### config.mk
export PLATFORM = sky130hd
export DESIGN_NAME = hid_key_report_slot_table
export DESIGN_NICKNAME = d
export VERILOG_FILES = /design/src/rtl/hkrs_pkg.sv /design/src/rtl/hkrs_slot_table.sv /design/src/rtl/hid_key_report_slot_table.sv
export SDC_FILE = /design/constraint.sdc
export NUM_CORES = 1
export LEC_CHECK = 0
export ABC_AREA = 1
export BUFFER_PORTS_ARGS = -buffer_cell sky130_fd_sc_hd__buf_2
export CORE_UTILIZATION = 40
export CTS_CLUSTER_DIAMETER = 200
export DETAILED_ROUTE_END_ITERATION = 12
export PLACE_DENSITY = 0.61
export SLEW_MARGIN = 10
export SYNTH_ARGS = -nofsm -noshare
export SYNTH_HDL_FRONTEND = slang
export SYNTH_SLANG_ARGS = --single-unit
export TNS_END_PERCENT = 1
### constraint.sdc
create_clock -name clock -period 3.03 [get_ports clock]
set_input_delay 0 -clock clock [delete_from_list [all_inputs] [get_ports clock]]
set_output_delay 0 -clock clock [all_outputs]
set_load 0.02 [all_outputs]
### src/rtl/hkrs_pkg.sv
`timescale 1ns / 1ps

package hkrs_pkg;

   // Physical report width is fixed at six keycode slots.
   localparam int unsigned TABLE_MAX          = 6;
   localparam int unsigned SLOT_COUNT_DEFAULT = 6;

   localparam int unsigned CODE_W = 8;
   localparam int unsigned HOLD_W = 4;

   localparam logic [HOLD_W-1:0] STANDARD_HOLD_RESET = 4'd3;
   localparam logic [HOLD_W-1:0] MODIFIER_HOLD_RESET = 4'd2;

   // Item modes
   localparam logic [1:0] MODE_PRESS   = 2'd0;
   localparam logic [1:0] MODE_RELEASE = 2'd1;
   localparam logic [1:0] MODE_REPORT  = 2'd2;

   // Register indexes
   localparam logic CSR_STANDARD_HOLD = 1'b0;
   localparam logic CSR_MODIFIER_HOLD = 1'b1;

   typedef struct packed {
      logic [1:0]        mode;
      logic [CODE_W-1:0] keycode;
      logic [CODE_W-1:0] modifier_bits;
      logic              auto_release;
      logic              is_system_modifier;
   } req_type;

   typedef struct packed {
      logic [CODE_W-1:0] slot0_code;
      logic [CODE_W-1:0] slot1_code;
      logic [CODE_W-1:0] slot2_code;
      logic [CODE_W-1:0] slot3_code;
      logic [CODE_W-1:0] slot4_code;
      logic [CODE_W-1:0] slot5_code;
      logic [CODE_W-1:0] report_modifier;
   } rsp_type;

   typedef struct packed {
      logic [HOLD_W-1:0] standard_hold;
      logic [HOLD_W-1:0] modifier_hold;
   } hold_cfg_type;

endpackage

### src/rtl/hkrs_slot_table.sv
`timescale 1ns / 1ps

module hkrs_slot_table
   import hkrs_pkg::*;
#(
   parameter int unsigned SLOT_COUNT = SLOT_COUNT_DEFAULT
) (
   input  logic         clock,
   input  logic         reset,
   input  logic         exec_valid,
   input  req_type      exec_item,
   input  hold_cfg_type hold_cfg,
   output rsp_type      report
);

   logic [SLOT_COUNT-1:0][CODE_W-1:0] codes_ff, codes_in;
   logic [SLOT_COUNT-1:0][HOLD_W-1:0] cd_ff, cd_in;
   logic [CODE_W-1:0]                 mod_ff, mod_in;

   logic [SLOT_COUNT-1:0] ins_sel;
   logic                  present;
   logic                  free_seen;
   logic [HOLD_W-1:0]     load_cd;
   logic [TABLE_MAX-1:0][CODE_W-1:0] padded;

   // Presence test and lowest-empty-slot pick, all slots in parallel.
   always_comb begin
      present   = 1'b0;
      free_seen = 1'b0;
      ins_sel   = '0;
      for (int s = 0; s < SLOT_COUNT; s++) begin
         if (codes_ff[s] == exec_item.keycode) begin
            present = 1'b1;
         end
         if (codes_ff[s] == '0 && !free_seen) begin
            ins_sel[s] = 1'b1;
            free_seen  = 1'b1;
         end
      end
   end

   assign load_cd = !exec_item.auto_release     ? '0 :
                    exec_item.is_system_modifier ? hold_cfg.modifier_hold :
                                                   hold_cfg.standard_hold;

   always_comb begin
      codes_in = codes_ff;
      cd_in    = cd_ff;
      mod_in   = mod_ff;
      case (exec_item.mode)
         MODE_PRESS: begin
            if (!present && free_seen) begin
               for (int s = 0; s < SLOT_COUNT; s++) begin
                  if (ins_sel[s]) begin
                     codes_in[s] = exec_item.keycode;
                     cd_in[s]    = load_cd;
                  end
               end
               mod_in = exec_item.modifier_bits;
            end
         end
         MODE_RELEASE: begin
            for (int s = 0; s < SLOT_COUNT; s++) begin
               if (codes_ff[s] == exec_item.keycode) begin
                  codes_in[s] = '0;
                  cd_in[s]    = '0;
                  mod_in      = '0;
               end
            end
         end
         MODE_REPORT: begin
            // 1 or 2 expire now; above 2 ages by one; 0 never expires
            for (int s = 0; s < SLOT_COUNT; s++) begin
               if (cd_ff[s] == HOLD_W'(1) || cd_ff[s] == HOLD_W'(2)) begin
                  codes_in[s] = '0;
                  cd_in[s]    = '0;
                  mod_in      = '0;
               end else if (cd_ff[s] > HOLD_W'(2)) begin
                  cd_in[s] = cd_ff[s] - HOLD_W'(1);
               end
            end
         end
         default: begin
         end
      endcase
   end

   always_ff @(posedge clock) begin
      if (reset) begin
         codes_ff <= '0;
         cd_ff    <= '0;
         mod_ff   <= '0;
      end else if (exec_valid) begin
         codes_ff <= codes_in;
         cd_ff    <= cd_in;
         mod_ff   <= mod_in;
      end
   end

   // Slots that do not exist read as zero.
   for (genvar g = 0; g < TABLE_MAX; g++) begin : g_pad
      if (g < SLOT_COUNT) begin : g_live
         assign padded[g] = codes_ff[g];
      end else begin : g_dead
         assign padded[g] = '0;
      end
   end

   assign report.slot0_code      = padded[0];
   assign report.slot1_code      = padded[1];
   assign report.slot2_code      = padded[2];
   assign report.slot3_code      = padded[3];
   assign report.slot4_code      = padded[4];
   assign report.slot5_code      = padded[5];
   assign report.report_modifier = mod_ff;

endmodule

### src/rtl/hid_key_report_slot_table.sv
`timescale 1ns / 1ps

// Channel | Direction | Ports                          | Beat
// req     | in        | req_valid, req_stall, req_data | press / release / report item
// rsp     | out       | rsp_valid, rsp_stall, rsp_data | report: six slots + modifier
// csr     | in        | csr_write_enable, csr_index,   | hold-count register write
//         |           | csr_write_data                 |
//
// One item per cycle unless a report is held: an accepted beat lands in
// the input stage; the slot table update (compare + priority pick over
// all slots) runs as it leaves, with a report registered out at that edge.
// Reset clears the slot table, modifier and stage/result valids; the hold
// counts return to 3 (standard) and 2 (system modifier).
// A report waiting in the stage holds (and stalls req) only while the result
// register is full and rsp_stall is high; press and release beats never wait.

module hid_key_report_slot_table
   import hkrs_pkg::*;
#(
   parameter int unsigned SLOT_COUNT = SLOT_COUNT_DEFAULT
) (
   input  logic              clock,
   input  logic              reset,
   input  logic              req_valid,
   output logic              req_stall,
   input  req_type           req_data,
   output logic              rsp_valid,
   input  logic              rsp_stall,
   output rsp_type           rsp_data,
   input  logic              csr_write_enable,
   input  logic              csr_index,
   input  logic [HOLD_W-1:0] csr_write_data
);

   hold_cfg_type hold_ff;

   logic    stage_valid_ff;
   req_type stage_ff;
   logic    stage_is_report;
   logic    stage_advance;

   logic    rsp_valid_ff;
   rsp_type rsp_data_ff;
   rsp_type report;

   // hold-count registers
   always_ff @(posedge clock) begin
      if (reset) begin
         hold_ff.standard_hold <= STANDARD_HOLD_RESET;
         hold_ff.modifier_hold <= MODIFIER_HOLD_RESET;
      end else if (csr_write_enable) begin
         case (csr_index)
            CSR_STANDARD_HOLD: hold_ff.standard_hold <= csr_write_data;
            CSR_MODIFIER_HOLD: hold_ff.modifier_hold <= csr_write_data;
            default: begin
            end
         endcase
      end
   end

   // A report needs room in the result register; other modes always go.
   assign stage_is_report = stage_ff.mode == MODE_REPORT;
   assign stage_advance   = stage_valid_ff &&
                            (!stage_is_report || !rsp_valid_ff || !rsp_stall);
   assign req_stall       = stage_valid_ff && !stage_advance;

   // input stage
   always_ff @(posedge clock) begin
      if (reset) begin
         stage_valid_ff <= 1'b0;
      end else if (!req_stall) begin
         stage_valid_ff <= req_valid;
      end
   end

   always_ff @(posedge clock) begin
      if (req_valid && !req_stall) begin
         stage_ff <= req_data;
      end
   end

   hkrs_slot_table #(
      .SLOT_COUNT (SLOT_COUNT)
   ) u_table (
      .clock      (clock),
      .reset      (reset),
      .exec_valid (stage_advance),
      .exec_item  (stage_ff),
      .hold_cfg   (hold_ff),
      .report     (report)
   );

   // result register: the table as it stands before the report ages it
   always_ff @(posedge clock) begin
      if (reset) begin
         rsp_valid_ff <= 1'b0;
      end else if (stage_advance && stage_is_report) begin
         rsp_valid_ff <= 1'b1;
      end else if (!rsp_stall) begin
         rsp_valid_ff <= 1'b0;
      end
   end

   always_ff @(posedge clock) begin
      if (stage_advance && stage_is_report) begin
         rsp_data_ff <= report;
      end
   end

   assign rsp_valid = rsp_valid_ff;
   assign rsp_data  = rsp_data_ff;

`ifndef NO_ASSERTIONS
   // A result only appears after a report beat left the stage.
   a_rsp_from_report: assert property (@(posedge clock) disable iff (reset)
      $rose(rsp_valid_ff) |-> $past(stage_advance && stage_is_report))
      else $error("result raised without a report");

   // A report blocked by a stalled result stays put.
   a_report_holds: assert property (@(posedge clock) disable iff (reset)
      (stage_valid_ff && stage_is_report && rsp_valid_ff && rsp_stall)
      |=> (stage_valid_ff && $stable(stage_ff)))
      else $error("blocked report lost");

   // Press and release beats never back-pressure the input.
   a_no_stall_nonreport: assert property (@(posedge clock) disable iff (reset)
      (stage_valid_ff && !stage_is_report) |-> !req_stall)
      else $error("non-report beat stalled");
`endif

endmodule
; Word-level counts from Yosys, hierarchy flattened
; Index checks and enable logic that the tools add are counted.
[word_totals]
output_inout_bits = 58
reg_bits = 166
mem_count = 0
ramBits = 0
romBits = 0
elab_cells = 221
latch_bits = 0
in_bits = 30
[op_classes]
reduce_logical = 52
div = 0
n_eq_ne = 48
n_lt_le_gt_ge = 6
add_sub_neg = 6
n_mux = 79
shift = 0
n_mul = 0
bitwise_logic = 1
[ops]
columns = op, n
row1 = 8-bit two-way mux, 29
row2 = 48-bit one-hot mux with 3 select lines, 1
row3 = 4-bit two-way mux, 26
row4 = 24-bit one-hot mux with 3 select lines, 1
row5 = 6-bit AND reduction, 12
row6 = 8-bit equality test, 6
row7 = 8-bit logical NOT, 6
row8 = 48-bit two-way mux, 1
row9 = "2-bit by 1-bit != test with 1-bit output, second input constant", 20
row10 = "4-bit by 1-bit equality test with 1-bit output, second input constant", 6
row11 = "4-bit by 2-bit equality test with 1-bit output, second input constant", 6
row12 = "4-bit by 2-bit greater-than comparator with 1-bit output, second input constant", 6
row13 = 24-bit two-way mux, 1
row14 = 8-bit one-hot mux with 3 select lines, 1
row15 = "4-bit by 1-bit subtractor with 4-bit output, second input constant", 6
row16 = 1-bit two-way mux, 19
row17 = "3-bit by 1-bit != test with 1-bit output, second input constant", 6
row18 = "7-bit by 1-bit != test with 1-bit output, second input constant", 2
row19 = 1-bit logical NOT, 11
row20 = 1-bit logical AND, 10
row21 = 1-bit logical OR, 8
row22 = 5-bit AND reduction, 1
row23 = 2-bit AND reduction, 2
row24 = 3-bit nonzero test, 1
row25 = 4 further kinds, 4

; Logic depth before layout (Yosys ltp)
; Gate-level depths: netlist of run 1.
[depth]
word_depth = 20
depth_mapped = 17

; Hierarchy
; From an unflattened synthesis of run 1, not the netlist that was laid out.
[hier_totals]
hier_cells = 994
area_unflattened_um2 = 8072.7
[modules_own_cells]
columns = module, cells_per_inst, n_inst, area_each_um2, seq_area_each_um2
row1 = hkrs_slot_table, 862, 1, 5377.7, 1601.5
row2 = hid_key_report_slot_table, 132, 1, 2695.1, 2482.4

; Least setup slack after synthesis of run 1
; Ideal clock, no wire load.
[synth_timing]
kind = flip-flop to flip-flop
from = register stage_ff[18] (netlist bit)
to = register rsp_data_ff, in the netlist rsp_data[0] (enable)
setup_slack_ns = 0.572
required_time_ns = 2.620
period_less_slack_ns = 2.458
setup_ns = 0.410
arrival_ns = 2.047
path_stages_with_launch = 8
path_cell_list = edfxtp_1 > inv_1 > ha_1 > nand3_1 > nand2_1 > inv_1 > nand2_1 > inv_1
[synth_via]
elab_chain_len = 6
[synth_lines]
columns = item, line
row1 = start: declaration, hid_key_report_slot_table.sv:38  ; req_type stage_ff;
row2 = start signal: assignment, hid_key_report_slot_table.sv:78  ; stage_ff <= req_data;
row3 = 2-bit equality test *, hid_key_report_slot_table.sv:62  ; assign stage_is_report = stage_ff.mode == MODE_REPORT;
row4 = 1-bit logical NOT, hid_key_report_slot_table.sv:64  ; (!stage_is_report || !rsp_valid_ff || !rsp_stall);
row5 = 1-bit logical OR (2 in a row), hid_key_report_slot_table.sv:64
row6 = 1-bit logical AND, hid_key_report_slot_table.sv:63  ; assign stage_advance = stage_valid_ff &&
row7 = 1-bit logical AND *, hid_key_report_slot_table.sv:105  ; if (stage_advance && stage_is_report) begin
row8 = end signal: assignment, hid_key_report_slot_table.sv:106  ; rsp_data_ff <= report;
row9 = end: declaration, hid_key_report_slot_table.sv:43  ; rsp_type rsp_data_ff;
; Every way passes the cells marked *; elsewhere a longest branch is shown, timed or not.
; A chain may end at the register's enable or synchronous reset.

; Worst setup path after layout of run 1
[layout_timing]
from = register stage_ff[18] (netlist bit)
to = register u_table.cd_ff[2] (netlist bit)
[layout_via]
elab_chain_len = 6
word_cells_on_any_way = 14
[layout_lines]
columns = item, line
row1 = 2-bit equality test, "hkrs_slot_table.sv:50, hid_key_report_slot_table.sv:62"
row2 = 1-bit logical NOT, hid_key_report_slot_table.sv:64
row3 = 1-bit logical OR (2 in a row), hid_key_report_slot_table.sv:64
row4 = 1-bit logical AND, hid_key_report_slot_table.sv:63
row5 = 6-bit AND reduction (no source line), --
row6 = end signal: assignment, hkrs_slot_table.sv:95  ; cd_ff <= cd_in;
row7 = end: declaration, hkrs_slot_table.sv:17  ; logic [SLOT_COUNT-1:0][HOLD_W-1:0] cd_ff, cd_in;
; Parallel ways exist; a longest one is shown, timed or not.

==> results of run 1 <==
[logic make-up after synthesis]
kind of cell               count (synthesis)  synth area share
and+or+nand+nor                          515            0.2683
adders and majority gates                 22           0.03418
DFF                                      166            0.5071
xor gates and xnor gates                  43           0.04677
AOI/OAI and AO/OA                         85           0.05997
buffers and inverters                    155           0.08359
[registers in the layout (all words and copies together) (netlist names)]
| name | flops |
|---|---|
| rsp_data | 56 |
| u_table.cd_ff | 24 |
| stage_valid_ff | 1 |
| stage_ff | 20 |
| u_table.mod_ff | 8 |
| hold_ff | 8 |
| rsp_valid | 1 |
| u_table.report | 48 |
[metrics by stage]
stage,utilization,hold WS (ps),power (mW)
5_1_grt,0.4884,36.83,5.503
2_1_floorplan,-,69.07,2.996
6_report,0.4884,14.07,5.281
3_3_place_gp,0.4427,181.2,3.159
4_1_cts,0.4884,11.51,5.323
3_5_place_dp,0.4427,178.1,3.162
[final cells by class]
cell class              instances  area [um^2]
well taps                     265        331.6
flip-flops and latches        166         4084
clock buffers                  21        450.4
multi-input cells             665         3298
clock inverters                11        125.1
fillers                      1911        10020
inverters                     124        465.4
repair buffers                125        813.3
[cells in the final DEF, fill, tap and decap left out, types with 2 or more instances in the layout]
master | synthesis | routed
inv_2 | 8 | 10
nand2_1 | 247 | 247
inv_1 | 114 | 113
o21ai_0 | 37 | 37
dfxtp_1 | 90 | 90
nand4_1 | 27 | 27
xor2_1 | 11 | 11
a31oi_1 | 5 | 5
nand2_2 | 3 | 3
nor2_2 | 4 | 5
ha_1 | 22 | 22
nand3_1 | 37 | 37
nor3_1 | 5 | 5
clkinv_4 | 0 | 2
clkbuf_1 | 8 | 3
nor2_1 | 175 | 174
buf_4 | 11 | 5
dlygate4sd3_1 | 0 | 32
a21oi_4 | 2 | 2
clkinv_2 | 0 | 2
nand3_2 | 8 | 8
bufinv_16 | 0 | 2
a21oi_1 | 36 | 36
clkinv_1 | 2 | 2
o31ai_2 | 2 | 2
edfxtp_1 | 76 | 76
nor4_1 | 2 | 2
buf_2 | 7 | 87
inv_6 | 0 | 3
clkbuf_16 | 0 | 17
xnor2_1 | 32 | 32
[per-layer routing]
metal  track usage  share of wire
met3       0.03865          0.040
met4       0.06271          0.018
met2        0.3293           0.48
met1        0.2369           0.46
met5             0              0
[power breakdown]
part	internal (mW)	total (mW)	switching (mW)
Combinational	0.234	0.632	0.398
Clock	1.24	2.13	0.889
Sequential	2.44	2.52	0.0833
[synthesized netlist by cell type, drive strengths merged, types with 22 or more instances]
master / n
ha: 22
a21oi: 39
buf: 23
o21ai: 37
nand4: 27
inv: 122
xnor2: 32
edfxtp: 76
nand3: 46
nor2: 179
dfxtp: 90
nand2: 251
[how the worst max path moves through the flow]
stage	end	slack (ps)	cells past startpoint
2_1_floorplan	rsp_data[0]	570	7
3_3_place_gp	u_table.cd_ff[1]	330	9
3_5_place_dp	u_table.cd_ff[2]	310	9
4_1_cts	u_table.cd_ff[2]	300	9
5_1_grt	u_table.cd_ff[2]	80	9
6_report	u_table.cd_ff[2]	290	9
[worst max-delay path, stage by stage (launching register included)]
cell	delay, ps
edfxtp_1	390
inv_1	80
ha_1	480
clkinv_1	290
nand2_1	150
nor3_1	660
inv_1	210
o21ai_0	130
nand3_1	100
a21oi_1	160
[timing repair]
item,4_1_cts,5_1_grt
endpoints found under the hold margin,30,0
hold buffers,32,0
setup endpoints to repair,0,0
==> summary.md, run 1 <==
| Metric | Value |
|---|---|
| Outcome | finished clean |
| Fmax | 364.4 MHz |
| Die height | 143.9 um |
| Finish-stage setup viols | 0 |
| Clk_skew | 8.500 ps |
| Top post-synthesis cells by area | edfxtp_1, dfxtp_1, nand2_1 |
| GP Congestion | 0.8451 |
| Initial antenna violation count | 0 |
| Worst-margin pin slew | 933.5 ps |
| Worst-Skew Late Latency | 430 ps |
| Final Max Tran Viols | 0 |
| Initial core utilization | 0.4111 |
| Setup crit start kind | flop |
| VDD IR max | 0.4035 mV |
| Post-CTS setup buffer count | 0 |
| FFs w/ async S/R, synth | 0 |
| Gr ovfl total | 0 |
| Final instance area | 9568 um^2 |
| Primary FF master, synth | dfxtp_1 |
| Initial DRC Count | 422 |
| Vias in the first global route | 5,975 |
| IO Count | 88 |
| Post-synth top area share | 0.2834 |
| Synth warn | 0 |
| DR WL/cell | 13.78 um |
| Post-detail-place hpwl | 13,570 um |
| CTS H-Tree Depth | 4 |
| Final Hold Violating Endpoints | 0 |
| Avg Cell Area, Syn | 8.167 um^2 |
| Gates resized, CTS repair | 0 |
| Maxcap violations | 0 |
| Pleak | 4.273 nW |
| Reg2reg start | stage_ff[18] |
| Hold path startpoint | reset |
| Die X | 143.9 um |
| Cell Area, Synth | 8053 um^2 |
| 1st-pass router iterations | 5 |
| CP Class | flop to flop |
| Hold path depth | 2 |
| Sequential area share after synthesis | 0.5071 |
| FF-to-FF setup slack | 290 ps |
| Seq cells post-synth | 166 |
| EDFF count, synth | 76 |
| Final Instance Count excl. Fillers | 1,377 |
| Tcrit/Tclk final | 0.9056 |
| Clock transition at path regs | 60 ps |
| Place WS | 313.4 ps |
| CTS Buffer Depth | 2 |
| DRC Markers | 0 |
| Worst setup margin | 285.9 ps |
| FP Rows | 51 |
| Slew headroom | 0.3711 |
| Nets@finish | 1,151 |
| Routed wire length | 18,980 um |
| Synthesized net count | 1,038 |
| CP max FO | 10 |
| Arrival @ worst endpoint | 3100 ps |
| Placed cell count | 1,313 |
| Worst Setup End Kind | flop |
| Area grow syn2layout | 18.82% |
| First-pass GRT wire length | 30,130 um |
| Num Clock Sinks | 166 |
| Ant diodes | 0 |
| Largest area contributor in the netlist | edfxtp_1 |
| Share of post-route cells with drive strength above 1 | 0.1403 |
| Post-layout min period | 2744 ps |
| HP Class | input port to flop |
| Root buffer cell | clkbuf_16 |
| Core ar. | 19,590 um^2 |
| Pwr/cell area | 551.9 nW/um^2 |
| Via/cell ratio | 4.692 |
| Port bufs | 87 |
| TritonCTS clock tree | built |
| Number of library cell types mapped by synthesis | 37 |
| RSZ-0062 raised after global routing | no |
| Post-route ant nets | 0 |
| Setup TNS | 0 ps |
| Hold worst-path end | stage_valid_ff |
| Die ar. | 20,700 um^2 |
| Pin count of the biggest net entering global routing | 57 |
| Post-Syn Instances | 986 |
| R2R Path End | u_table.cd_ff[2] |
| Via count | 6,461 |
| Overall Global Routing Usage | 0.1910 |
| Area of placed instances | 8672 um^2 |
| Crit path launch | stage_ff[18] |
| R2R depth | 9 |
| Inserted Clock Buffers | 17 |
| Critical Path RT | 3390 ps |
Note: power is estimated with default switching activity, not from simulation.
==> inputs of run 2 (changes only) <==
- ABC_AREA: 1 -> unset
==> run 2 against run 1 <==
Against the previous run:
- flip-flop and latch count did not move
- via count is 12% lower
- cell count shrank 24%
- critical path type unchanged
- synthesized cell count decreased by 30%
- count of clock-buffer cells in the layout shrank 2
- clock skew barely moved
- first-iteration DRC count down 11%
- wire length increased by 2.3%
- maximum frequency is 4.8% higher
- sequential power down 2%
- worst hold slack better by 98 ps
==> summary.md, run 2 <==
| Metric | Value |
|---|---|
| Outcome | finished clean (unchanged) |
| Final Max Tran Viols | 0 (unchanged) |
| Inserted Clock Buffers | 17 (unchanged) |
| Post-synth top area share | 0.2990 (was 0.2834) |
| DR WL/cell | 18.49 um (was 13.78 um) |
| Nets@finish | 855 (was 1,151) |
| Placed cell count | 988 (was 1,313) |
| Area of the multi-input gates | 3299 um^2 (was 3298 um^2) |
| DRC Markers | 0 (unchanged) |
| Share of post-route cells with drive strength above 1 | 0.1863 (was 0.1403) |
| Post-route ant nets | 0 (unchanged) |
| Primary FF master, synth | dfxtp_1 (unchanged) |
| Reg area | 4084 um^2 (unchanged) |
| Arrival @ worst endpoint | 2970 ps (was 3100 ps) |
| Overall Global Routing Usage | 0.2041 (was 0.1910) |
| Initial antenna violation count | 0 (unchanged) |
| Die height | 140.1 um (was 143.9 um) |
| Sequential area share after synthesis | 0.5351 (was 0.5071) |
| Pin count of the biggest net entering global routing | 57 (unchanged) |
| Largest area contributor in the netlist | edfxtp_1 (unchanged) |
| Clock share of power | 0.417 (was 0.403) |
| Tcrit/Tclk final | 0.8644 (was 0.9056) |
| Post-Syn Instances | 687 (was 986) |
| Number of library cell types mapped by synthesis | 61 (was 37) |
| Seq pwr share | 0.485 (was 0.477) |
| Slowest CP cell | edfxtp_1 (was nor3_1) |
| Final Instance Count excl. Fillers | 1,050 (was 1,377) |
| CTS Buffer Depth | 2 (unchanged) |
| CP max FO | 14 (was 10) |
| Pwr/cell area | 558.5 nW/um^2 (was 551.9 nW/um^2) |
| Switching share of power | 0.2577 (was 0.2594) |
| Critical Path RT | 3380 ps (was 3390 ps) |
| Final Hold Violating Endpoints | 0 (unchanged) |
| Initial core utilization | 0.4080 (was 0.4111) |
| Num Clock Sinks | 166 (unchanged) |
| Finish-stage setup viols | 0 (unchanged) |
| Max FFs per register | 56 (unchanged) |
| Post-detail-place hpwl | 13,800 um (was 13,570 um) |
| Routed wire length | 19,410 um (was 18,980 um) |
| Internal | 3.786 mW (was 3.911 mW) |
| Fill count | 1,656 (was 1,911) |
| Clk_skew | 8.225 ps (was 8.500 ps) |
| Top post-synthesis cells by area | edfxtp_1, dfxtp_1, mux2i_1 (was edfxtp_1, dfxtp_1, nand2_1) |
| RSZ-0062 raised after global routing | no (unchanged) |
| Pleak | 3.657 nW (was 4.273 nW) |
| Most frequent cells in the layout | nand2_1, dfxtp_1, buf_2 (was nand2_1, nor2_1, inv_1) |
| FFs w/ async S/R, synth | 0 (unchanged) |
| CP peak stage delay | 580 ps (was 660 ps) |
| CTS H-Tree Depth | 4 (unchanged) |
| Commonest non-fill, non-tap cell in the layout | nand2_1 (unchanged) |
| FP Rows | 50 (was 51) |
| Post-layout min period | 2619 ps (was 2744 ps) |
| Synth warn | 0 (unchanged) |
| Cell Area, Synth | 7632 um^2 (was 8053 um^2) |
| Most numerous cell in the Yosys netlist | nand2_1 (unchanged) |
| Maxcap violations | 0 (unchanged) |
| Ant diodes | 0 (unchanged) |
| Avg Cell Area, Syn | 11.11 um^2 (was 8.167 um^2) |
| Synthesized net count | 739 (was 1,038) |
| Worst Setup End Kind | flop (unchanged) |
| Power share of the combinational group | 0.098 (was 0.120) |
| First-pass GRT wire length | 30,320 um (was 30,130 um) |
| Root buffer cell | clkbuf_16 (unchanged) |
| EDFF count, synth | 76 (unchanged) |
| GP Congestion | 0.9107 (was 0.8451) |
| Gr ovfl total | 0 (unchanged) |
| HP Class | input port to flop (unchanged) |
| Vias in the first global route | 5,526 (was 5,975) |
| Seq cells post-synth | 166 (unchanged) |
| Clock transition at path regs | 70 ps (was 60 ps) |
| Fmax | 381.8 MHz (was 364.4 MHz) |
| Gates resized, CTS repair | 0 (unchanged) |
| Place WS | 399.9 ps (was 313.4 ps) |
| Switch Pwr | 1.314 mW (was 1.370 mW) |
| Core ar. | 18,710 um^2 (was 19,590 um^2) |
| Via count | 5,670 (was 6,461) |
| IO Count | 88 (unchanged) |
| Slew headroom | 0.5266 (was 0.3711) |
| Setup crit start kind | flop (unchanged) |
| Die ar. | 19,640 um^2 (was 20,700 um^2) |
| Via/cell ratio | 5.400 (was 4.692) |
| TritonCTS clock tree | built (unchanged) |
| Worst setup margin | 410.9 ps (was 285.9 ps) |
| Area grow syn2layout | 19.66% (was 18.82%) |
| Worst-Skew Late Latency | 430 ps (about the same) |
| VDD IR max | 0.3951 mV (was 0.4035 mV) |
| Port bufs | 87 (unchanged) |
| Worst-margin pin slew | 709.1 ps (was 933.5 ps) |
| 1st-pass router iterations | 4 (was 5) |
| Die X | 140.1 um (was 143.9 um) |
| Worst-path cell chain | xor2_1 -> nor4_1 -> nand2_1 -> nand4_4 -> o32a_1 -> a21o_1 -> mux2i_1 (was inv_1 -> ha_1 -> clkinv_1 -> nand2_1 -> nor3_1 -> inv_1 -> o21ai_0 -> nand3_1 -> a21oi_1) |
| Setup TNS | 0 ps (unchanged) |
| Initial DRC Count | 376 (was 422) |
| CP Class | flop to flop (unchanged) |
| Most frequent cells after synthesis | nand2_1, dfxtp_1, edfxtp_1 (was nand2_1, nor2_1, inv_1) |
-- run 2: cell types whose count changed after synthesis, moves of 10 or more --
cell,delta
nand4_1,-26
o21ai_0,-10
mux2i_1,+54
nor4_1,+20
nor3_1,+15
xor2_1,+38
nor2_1,-146
nand2_1,-149
nand3_1,-26
inv_1,-97
xnor2_1,-32
-- run 2: per-stage QoR --
step	utilization	instance area, um^2	hold WS [ps]	power, mW
5_1_grt	0.4882	9133	128.8	5.270
3_3_place_gp	0.4413	8255	177.1	2.975
3_5_place_dp	0.4413	8255	178.4	2.987
4_1_cts	0.4882	9133	96.71	5.123
2_1_floorplan	-	7644	98.87	2.840
6_report	0.4882	9133	112.1	5.100
-- run 2: area by class of cell --
| type | instances | area share |
|---|---|---|
| clock buffer | 19 | 0.04850 |
| clock inverter | 13 | 0.01466 |
| inverter | 17 | 0.006987 |
| multi-input combinational | 475 | 0.3613 |
| sequential | 166 | 0.4472 |
| tap | 234 | 0.03206 |
| timing repair buffer | 126 | 0.08933 |
-- run 2: per-layer routing --
metal	track usage	part of all wire	up-vias
met2	0.3497	0.50	157
met3	0.04547	0.039	34
li1	-	-	2746
met5	0	0	-
met4	0.07519	0.022	0
met1	0.2512	0.44	2733
-- run 2: cell families (layout without fill, tap and decap cells) --
family	after synthesis	in the layout	synth area share
buf+inv	46	175	0.03443
xor+xnor	49	49	0.05623
fa+ha+maj	22	22	0.03607
mux	56	56	0.07377
compound gates	110	110	0.1016
flops	166	166	0.5351
simple gates	238	238	0.1628
-- run 2: repair_timing --
action,in CTS,in global routing
hold buffers,30,0
buffers inserted,0,0
endpoints found under the hold margin,30,0
-- run 2: power groups by stage --
stage	sequential (mW)	combinational [mW]	clock (mW)
2_1_floorplan	2.51	0.326	0
3_3_place_gp	2.52	0.454	0
3_5_place_dp	2.52	0.464	0
4_1_cts	2.47	0.496	2.15
5_1_grt	2.48	0.546	2.24
6_report	2.47	0.499	2.13
-- run 2: worst paths after layout --
check / from / to / slack [ps] / cells past startpoint
worst max-delay path: stage_ff[17] / u_table.report[24] / 410 / 7
worst max register to register: stage_ff[17] / u_table.report[24] / 410 / 7
worst min-delay path: reset / hold_ff[7] / 110 / 3
worst min register to register: u_table.mod_ff[0] / rsp_data[0] / 440 / 0
-- run 2: critical path: cells and delay by family (launching register included) --
family / cells / cell delay [ps]
xor+xnor: 1 / 210
mux: 1 / 230
compound gates: 2 / 700
simple gates: 3 / 800
flops: 1 / 580
